`src/design/twgt_pkg.sv`:
```
// Shared types, constants and helpers for the twiddle gain tuner.
// Used by twgt_div and twiddle_gain_tuner; no dependencies.
package twgt_pkg;

  localparam int MAX_GAINS = 3;
  localparam int IDX_W     = 2;   // swept index / gain pointer
  localparam int PHASE_W   = 3;
  localparam int SUM_W     = 49;  // window sum of Q8.24 costs
  localparam int WL_W      = 16;
  localparam int CNT_W     = WL_W + 1;
  // a shortened window can still divide a long sum by 1
  localparam int AVG_W     = SUM_W - 8;
  localparam int GAIN_W    = 32;
  localparam int STEP_W    = 31;
  localparam int MUL_A_W   = 32;
  localparam int MUL_B_W   = 18;
  localparam int PROD_W    = MUL_A_W + MUL_B_W;
  localparam int DIV_CNT_W = 6;   // holds SUM_W

  // phase codes
  localparam logic [PHASE_W-1:0] PH_BASE  = 3'd0;
  localparam logic [PHASE_W-1:0] PH_PLUS  = 3'd1;
  localparam logic [PHASE_W-1:0] PH_WSKIP = 3'd2;
  localparam logic [PHASE_W-1:0] PH_MINUS = 3'd3;
  localparam logic [PHASE_W-1:0] PH_RSKIP = 3'd4;

  // register indexes
  localparam logic [2:0] REG_NUM_PARAMS = 3'd0;
  localparam logic [2:0] REG_WIN_LEN    = 3'd1;
  localparam logic [2:0] REG_GAIN_0     = 3'd2;
  localparam logic [2:0] REG_GAIN_1     = 3'd3;
  localparam logic [2:0] REG_GAIN_2     = 3'd4;
  localparam logic [2:0] REG_STEP_0     = 3'd5;
  localparam logic [2:0] REG_STEP_1     = 3'd6;
  localparam logic [2:0] REG_STEP_2     = 3'd7;

  // 1.1 and 0.9 in Q16.16
  localparam logic signed [MUL_B_W-1:0] GROW_Q16   = 18'sd72090;
  localparam logic signed [MUL_B_W-1:0] SHRINK_Q16 = 18'sd58982;
  localparam logic [STEP_W-1:0]         STEP_MAX   = 31'h7FFF_FFFF;

  localparam logic [GAIN_W-1:0] GAIN_RST = 32'd0;
  localparam logic [STEP_W-1:0] STEP_RST = 31'd65536;

  function automatic logic [GAIN_W-1:0] sat_gain(input logic signed [GAIN_W+1:0] v);
    logic [GAIN_W-1:0] r;
    if (v > 34'sh0_7FFF_FFFF)
      r = 32'h7FFF_FFFF;
    else if (v < -34'sh0_8000_0000)
      r = 32'h8000_0000;
    else
      r = v[GAIN_W-1:0];
    return r;
  endfunction

endpackage

```
`src/design/twgt_div.sv`:
```
// Restoring divider, one quotient bit per cycle: window sum / window length.
// Depends on twgt_pkg.
module twgt_div import twgt_pkg::*; (
  input  logic             clk,
  input  logic             rst,
  input  logic             start,
  input  logic [SUM_W-1:0] dividend,
  input  logic [WL_W-1:0]  divisor,
  output logic             done,
  output logic [SUM_W-1:0] quotient
);

  logic [DIV_CNT_W-1:0] cnt;
  logic [WL_W-1:0]      rem;
  logic [WL_W-1:0]      dvs;
  logic [SUM_W-1:0]     q;
  logic [WL_W:0]        trial;
  logic                 ge;
  logic [WL_W:0]        diff;

  always_comb begin
    trial = {rem, q[SUM_W-1]};
    ge    = trial >= {1'b0, dvs};
    diff  = trial - {1'b0, dvs};
  end

  always_ff @(posedge clk) begin
    if (rst) begin
      cnt  <= '0;
      done <= 1'b0;
    end else begin
      done <= 1'b0;
      if (start) begin
        cnt <= DIV_CNT_W'(SUM_W);
        q   <= dividend;
        rem <= '0;
        dvs <= divisor;
      end else if (cnt != '0) begin
        cnt <= cnt - 1'b1;
        q   <= {q[SUM_W-2:0], ge};
        rem <= ge ? diff[WL_W-1:0] : trial[WL_W-1:0];
        if (cnt == DIV_CNT_W'(1))
          done <= 1'b1;
      end
    end
  end

  assign quotient = q;

endmodule

```
`src/design/twiddle_gain_tuner.sv`:
```
// Twiddle (coordinate descent) tuner for up to three Q16.16 controller gains.
// An ordinary sample passes the two squaring states and the accumulate state;
// the sample that closes a window also waits on the bit-serial divider that
// forms the window average, then the compare and any step rescale through the
// one shared 32x18 multiplier; a skip sample goes to the gain bump. Input is
// accepted only while the sequencer is idle. Depends on twgt_pkg and twgt_div.
module twiddle_gain_tuner import twgt_pkg::*; (
  input  logic         clk,
  input  logic         rst,
  // s_tdata: track_error [15:0], drive_action [31:16]
  input  logic         s_tvalid,
  output logic         s_tready,
  input  logic [31:0]  s_tdata,
  // m_tdata: gain_0 [31:0], gain_1 [63:32], gain_2 [95:64],
  //          swept_index [97:96], phase [100:98], zero fill [103:101]
  output logic         m_tvalid,
  input  logic         m_tready,
  output logic [103:0] m_tdata,
  input  logic         cfg_we,
  input  logic [2:0]   cfg_idx,
  input  logic [31:0]  cfg_data
);

  localparam logic [3:0] ST_IDLE   = 4'd0;
  localparam logic [3:0] ST_SQ_E   = 4'd1;
  localparam logic [3:0] ST_SQ_A   = 4'd2;
  localparam logic [3:0] ST_ACC    = 4'd3;
  localparam logic [3:0] ST_DIV    = 4'd4;
  localparam logic [3:0] ST_DECIDE = 4'd5;
  localparam logic [3:0] ST_BUMP   = 4'd6;
  localparam logic [3:0] ST_SC_MUL = 4'd7;
  localparam logic [3:0] ST_SC_WR  = 4'd8;
  localparam logic [3:0] ST_OUT    = 4'd9;

  logic [3:0]         state;
  logic [1:0]         num_params;
  logic [WL_W-1:0]    window_length;
  logic [PHASE_W-1:0] phase_reg;
  logic [CNT_W-1:0]   sample_count;
  logic [SUM_W-1:0]   window_sum;
  logic [AVG_W-1:0]   best_average;
  logic [IDX_W-1:0]   sweep_pointer;
  logic [GAIN_W-1:0]  gain_store [MAX_GAINS];
  logic [STEP_W-1:0]  step_store [MAX_GAINS];
  logic signed [15:0] err_q, act_q;
  logic               grow;
  logic signed [PROD_W-1:0] prod;

  // combinational
  logic [WL_W-1:0]     eff_wl;
  logic [IDX_W-1:0]    eff_n;
  logic [IDX_W-1:0]    cur;
  logic [IDX_W:0]      ptr_inc;
  logic [IDX_W-1:0]    ptr_next;
  logic [CNT_W-1:0]    count_next;
  logic [SUM_W-1:0]    sum_next;
  logic                div_start;
  logic                div_done;
  logic [SUM_W-1:0]    div_q;
  logic [AVG_W-1:0]    avg;
  logic                win;
  logic signed [MUL_A_W-1:0] mul_a;
  logic signed [MUL_B_W-1:0] mul_b;
  logic [GAIN_W-1:0]   cur_gain;
  logic [STEP_W-1:0]   cur_step;
  logic signed [GAIN_W+1:0] gain_plus;
  logic signed [GAIN_W+1:0] gain_minus2;
  logic [PROD_W-1:0]   rounded;
  logic [STEP_W-1:0]   scaled;
  logic                out_load;

  always_comb begin
    eff_wl = (window_length == '0) ? WL_W'(1) : window_length;
    if (num_params == 2'd0)
      eff_n = IDX_W'(1);
    else if (32'(num_params) > MAX_GAINS)
      eff_n = IDX_W'(MAX_GAINS);
    else
      eff_n = num_params;
    cur      = (32'(sweep_pointer) < MAX_GAINS) ? sweep_pointer : '0;
    ptr_inc  = {1'b0, sweep_pointer} + 1'b1;
    ptr_next = (ptr_inc >= {1'b0, eff_n}) ? '0 : ptr_inc[IDX_W-1:0];
    count_next = sample_count + 1'b1;
    sum_next   = window_sum + SUM_W'(prod[30:0]);
    div_start  = (state == ST_ACC) && (count_next > {1'b0, eff_wl});
    avg = div_q[AVG_W+7:8];
    win = avg < best_average;
    cur_gain = gain_store[cur];
    cur_step = step_store[cur];
    gain_plus   = $signed({{2{cur_gain[GAIN_W-1]}}, cur_gain})
                + $signed({3'b000, cur_step});
    gain_minus2 = $signed({{2{cur_gain[GAIN_W-1]}}, cur_gain})
                - $signed({2'b00, cur_step, 1'b0});
    // one shared multiplier: squares, then step rescale
    case (state)
      ST_SQ_E: begin
        mul_a = MUL_A_W'(err_q);
        mul_b = MUL_B_W'(err_q);
      end
      ST_SQ_A: begin
        mul_a = MUL_A_W'(act_q);
        mul_b = MUL_B_W'(act_q);
      end
      default: begin
        mul_a = $signed({1'b0, cur_step});
        mul_b = grow ? GROW_Q16 : SHRINK_Q16;
      end
    endcase
    rounded = (PROD_W'(prod) + PROD_W'(32768)) >> 16;
    scaled  = (rounded > PROD_W'(STEP_MAX)) ? STEP_MAX : rounded[STEP_W-1:0];
    out_load = (state == ST_OUT) && (!m_tvalid || m_tready);
  end

  twgt_div u_div (
    .clk      (clk),
    .rst      (rst),
    .start    (div_start),
    .dividend (sum_next),
    .divisor  (eff_wl),
    .done     (div_done),
    .quotient (div_q)
  );

  assign s_tready = (state == ST_IDLE);

  always_ff @(posedge clk) begin
    if (rst) begin
      state         <= ST_IDLE;
      num_params    <= 2'd3;
      window_length <= WL_W'(100);
      phase_reg     <= PH_BASE;
      sample_count  <= '0;
      window_sum    <= '0;
      best_average  <= '0;
      sweep_pointer <= '1;
      m_tvalid      <= 1'b0;
      grow          <= 1'b0;
      for (int k = 0; k < MAX_GAINS; k++) begin
        gain_store[k] <= GAIN_RST;
        step_store[k] <= STEP_RST;
      end
    end else begin
      if (out_load)
        m_tvalid <= 1'b1;
      else if (m_tvalid && m_tready)
        m_tvalid <= 1'b0;
      if (state == ST_SQ_E || state == ST_SQ_A || state == ST_SC_MUL)
        prod <= mul_a * mul_b;

      case (state)
        ST_IDLE: begin
          if (s_tvalid) begin
            err_q <= s_tdata[15:0];
            act_q <= s_tdata[31:16];
            if (phase_reg == PH_WSKIP || phase_reg == PH_RSKIP) begin
              // dropped sample: move on to the next gain
              sweep_pointer <= ptr_next;
              phase_reg     <= PH_PLUS;
              sample_count  <= '0;
              window_sum    <= '0;
              state         <= ST_BUMP;
            end else begin
              state <= ST_SQ_E;
            end
          end
        end
        ST_SQ_E: state <= ST_SQ_A;
        ST_SQ_A: begin
          window_sum <= sum_next;
          state      <= ST_ACC;
        end
        ST_ACC: begin
          window_sum   <= sum_next;
          sample_count <= count_next;
          state        <= div_start ? ST_DIV : ST_OUT;
        end
        ST_DIV: begin
          if (div_done)
            state <= ST_DECIDE;
        end
        ST_DECIDE: begin
          case (phase_reg)
            PH_PLUS, PH_MINUS: begin
              if (win) begin
                best_average <= avg;
                grow         <= 1'b1;
                phase_reg    <= PH_WSKIP;
                state        <= ST_SC_MUL;
              end else if (phase_reg == PH_PLUS) begin
                gain_store[cur] <= sat_gain(gain_minus2);
                phase_reg       <= PH_MINUS;
                sample_count    <= '0;
                window_sum      <= '0;
                state           <= ST_OUT;
              end else begin
                gain_store[cur] <= sat_gain(gain_plus);
                grow            <= 1'b0;
                phase_reg       <= PH_RSKIP;
                state           <= ST_SC_MUL;
              end
            end
            default: begin
              // first window sets the reference, sweep starts at gain 0
              best_average  <= avg;
              sweep_pointer <= '0;
              phase_reg     <= PH_PLUS;
              sample_count  <= '0;
              window_sum    <= '0;
              state         <= ST_BUMP;
            end
          endcase
        end
        ST_BUMP: begin
          gain_store[cur] <= sat_gain(gain_plus);
          state           <= ST_OUT;
        end
        ST_SC_MUL: state <= ST_SC_WR;
        ST_SC_WR: begin
          step_store[cur] <= scaled;
          state           <= ST_OUT;
        end
        ST_OUT: begin
          if (out_load) begin
            m_tdata  <= {3'b000, phase_reg,
                         (phase_reg == PH_BASE) ? {IDX_W{1'b0}} : cur,
                         gain_store[2], gain_store[1], gain_store[0]};
            state    <= ST_IDLE;
          end
        end
        default: state <= ST_IDLE;
      endcase

      if (cfg_we) begin
        case (cfg_idx)
          REG_NUM_PARAMS: num_params    <= cfg_data[1:0];
          REG_WIN_LEN:    window_length <= cfg_data[WL_W-1:0];
          REG_GAIN_0:     gain_store[0] <= cfg_data;
          REG_GAIN_1:     gain_store[1] <= cfg_data;
          REG_GAIN_2:     gain_store[2] <= cfg_data;
          REG_STEP_0:     step_store[0] <= cfg_data[STEP_W-1:0];
          REG_STEP_1:     step_store[1] <= cfg_data[STEP_W-1:0];
          REG_STEP_2:     step_store[2] <= cfg_data[STEP_W-1:0];
          default: ;
        endcase
      end
    end
  end

endmodule
```
`config.mk`:
```
export PLATFORM = sky130hd
export DESIGN_NAME = twiddle_gain_tuner
export DESIGN_NICKNAME = d
export VERILOG_FILES = /design/src/design/twgt_pkg.sv /design/src/design/twgt_div.sv /design/src/design/twiddle_gain_tuner.sv
export SDC_FILE = /design/constraint.sdc
export NUM_CORES = 2
export LEC_CHECK = 0
export BUFFER_PORTS_ARGS = -buffer_cell sky130_fd_sc_hd__buf_2
export CAP_MARGIN = 40
export CORE_UTILIZATION = 60
export CTS_CLUSTER_SIZE = 24
export DETAILED_ROUTE_END_ITERATION = 8
export PLACE_DENSITY = 0.86
export SLEW_MARGIN = 10
export SYNTH_ARGS = -nofsm -noshare
export SYNTH_HDL_FRONTEND = slang
export SYNTH_SLANG_ARGS = --single-unit
```
`constraint.sdc`:
```
create_clock -name clk -period 22 [get_ports clk]
set_input_delay 2.2 -clock clk [delete_from_list [all_inputs] [get_ports clk]]
set_output_delay 2.2 -clock clk [all_outputs]
set_load 0.05 [all_outputs]
```
==> flow_summary.json <==
{
  "finalHoldViolCount": 0,
  "wl_mm": 158,
  "cts_max_level": 3,
  "cts_root_buffer": "clkbuf_16",
  "reg2reg_from": "state[2]",
  "fin_crit_ns": 10.19,
  "place_congestion": 1.03,
  "cts_tree": "built",
  "period_share_pct": 46.3,
  "largest-register": "gain_store",
  "ys_ff_latch": 659,
  "die-width_um": 306,
  "synthArstFlopShare_pct": 0,
  "synth_cell_types": 97,
  "r2r_end": "prod[49]",
  "crit_type": "reg -> reg",
  "min_delay_worst_endpoint": "m_tdata[29]",
  "synth-main-ff-cell": "edfxtp_1",
  "worstMarginPinSlew_ns": 1.01,
  "io_pins": 178,
  "antenna_found_initial": 8,
  "min_path_type": "reg -> reg",
  "start_util_pct": 60.6,
  "ant_nets": 0,
  "start_kind": "flop",
  "tns_ns": 0,
  "holdBufCountCts": 0,
  "crit_top_cell": "fa_1",
  "worstPathMaxFanout": 41,
  "wl_met3_mm": 21.3,
  "post-cts-setup-buffers": 0,
  "dp_slack_ns": 12.10,
  "setup_ws_ns": 11.81,
  "track_usage_pct": 33.9,
  "drive_above_1_share_pct": 9.69,
  "grt_pass1_wl_mm": 245,
  "grt_setup_unrepaired": "no",
  "setup_viol": 0,
  "status": "completed",
  "cp.required_ns": 22.34,
  "drt-met1-wl_mm": 57.8,
  "synth-edff-count": 516,
  "core_um2": 91700,
  "rrSetupSlack_ns": 11.81,
  "path_clk_slew_ns": 0.06,
  "reg_top3": "gain_store: 128 flops, step_store: 124 flops, m_tdata: 101 flops",
  "clk_latency_ns": 0.65,
  "worstRegToRegCells": 30,
  "die-area_um2": 93800,
  "fin_worst_skew_ns": 0.0338,
  "port_buffers": 174,
  "holdPathStages": 0,
  "end_kind": "flop",
  "hp-start": "gain_store[0][29]",
  "syn_inst": 5683,
  "drt-vias-per-instance": 6.21,
  "netlist_area_um2": 55600,
  "wl_met2_mm": 70.5,
  "critPathSlowestCell": "a21oi_1",
  "top_layer": "met5",
  "final_nets": 6715,
  "largest_reg_flops": 128,
  "dieHeight_um": 306,
  "wl_per_cell_um": 22.4,
  "synth.avg_cell_area_um2": 9.78,
  "max_freq_ghz": 0.0981,
  "cap_violations": 0,
  "grt_pass1_vias": 43800,
  "area_growth_pct": 8.74,
  "first_pass_iters": 8,
  "relSlewSlack_pct": 31.9,
  "num_rows": 111,
  "max_stage_delay_ns": 0.63,
  "slew_viol_final": 0,
  "placed_cells": 6898,
  "grt_max_degree": 92,
  "yosysWarnings": 0,
  "cts_resized": 0,
  "holdWs_ns": 0.441,
  "grt_overflow": 0,
  "post-route-drc-count": 0,
  "drt_iter0_markers": 5572,
  "finalNonFillerCells": 7031,
  "cp.arrival_ns": 10.53,
  "cts_num_sinks": 659,
  "seq_area_frac_synth_pct": 33.0,
  "dp_hpwl_mm": 120,
  "ctsLongestPathBuffers": 3,
  "num_vias": 43700,
  "numCtsBuffers": 70
}
## worst max path at each step
stage | from | end | slack (ns) | depth (start not counted)
floorplan | rst | prod[0] | 10.81 | 3
global placement | sweep_pointer[0] | prod[48] | 11.92 | 24
detailed placement | state[2] | prod[49] | 12.10 | 30
CTS | state[2] | prod[49] | 12.02 | 30
global route | state[2] | prod[49] | 11.40 | 30
finish | state[2] | prod[49] | 11.81 | 30
## critical path: cells and delay by family, from the launching register on
family | cells | cell delay [ns]
buffers and inverters | 6 | 0.98
DFF | 1 | 0.58
and+or+nand+nor | 10 | 2.52
AOI/OAI and AO/OA | 6 | 2.01
xor gates and xnor gates | 1 | 0.13
adders and majority gates | 7 | 3.62
## cells by family after synthesis
family	after synthesis	share of synthesized area, %
compound gates	1058	11.9
xor+xnor	197	3.11
fa+ha+maj	855	26.8
buf+inv	1146	7.94
flops	659	33.0
mux	155	4.26
other cells	2	0.0135
simple gates	1611	13.0
## synth_stat cells, types with 52 or more instances
| cell type | n | area share, % |
|---|---|---|
| clkbuf_1 | 193 | 1.3 |
| o21ai_1 | 109 | 0.98 |
| xnor2_1 | 109 | 1.7 |
| dfxtp_1 | 143 | 5.2 |
| and3_1 | 52 | 0.59 |
| xor2_1 | 88 | 1.4 |
| a21o_1 | 81 | 1.1 |
| ha_1 | 297 | 6.7 |
| mux4_2 | 62 | 2.5 |
| o21ai_0 | 237 | 2.1 |
| nor2_1 | 507 | 3.4 |
| edfxtp_1 | 516 | 28 |
| mux2i_1 | 61 | 1.1 |
| a21oi_1 | 298 | 2.7 |
| nand2_1 | 523 | 3.5 |
| fa_1 | 558 | 20 |
| nand3_1 | 249 | 2.2 |
| inv_1 | 880 | 5.9 |
## final cells by class
| type | instances | area [um2] |
|---|---|---|
| Multi-Input combinational cell | 3895 | 33000 |
| Fill cell | 6858 | 31300 |
| Sequential cell | 659 | 18400 |
| Inverter | 881 | 3310 |
| Clock buffer | 93 | 1980 |
| Timing Repair Buffer | 281 | 1870 |
| Tap cell | 1186 | 1480 |
| Clock inverter | 33 | 400 |
| Antenna cell | 3 | 7.51 |
## layer usage
| layer | track usage [%] | vias to the layer above |
|---|---|---|
| li1 | - | 19300 |
| met2 | 52.8 | 2774 |
| met3 | 11.7 | 575 |
| met1 | 43.2 | 21000 |
| met4 | 14.4 | 12 |
| met5 | 0 | - |
## per-stage QoR
stage	instance area, um2	util (%)
global placement	57600	62.8
global route	60400	65.9
floorplan	55600	-
finish	60400	65.9
detailed placement	58000	63.2
CTS	60400	65.8
## cells in the final DEF (no fill, tap or decap), drive strengths merged, types with 93 or more instances in the layout
cell type and count:
a21oi 300, buf 281, clkbuf 93, dfxtp 143, edfxtp 516, fa 558, ha 297, inv 885
nand2 524, nand3 249, nor2 508, o21ai 358, xnor2 109
Power is left out: the tool's default activity adds up to more than one toggle a clock period on the data nets, which glitch-free logic cannot reach.
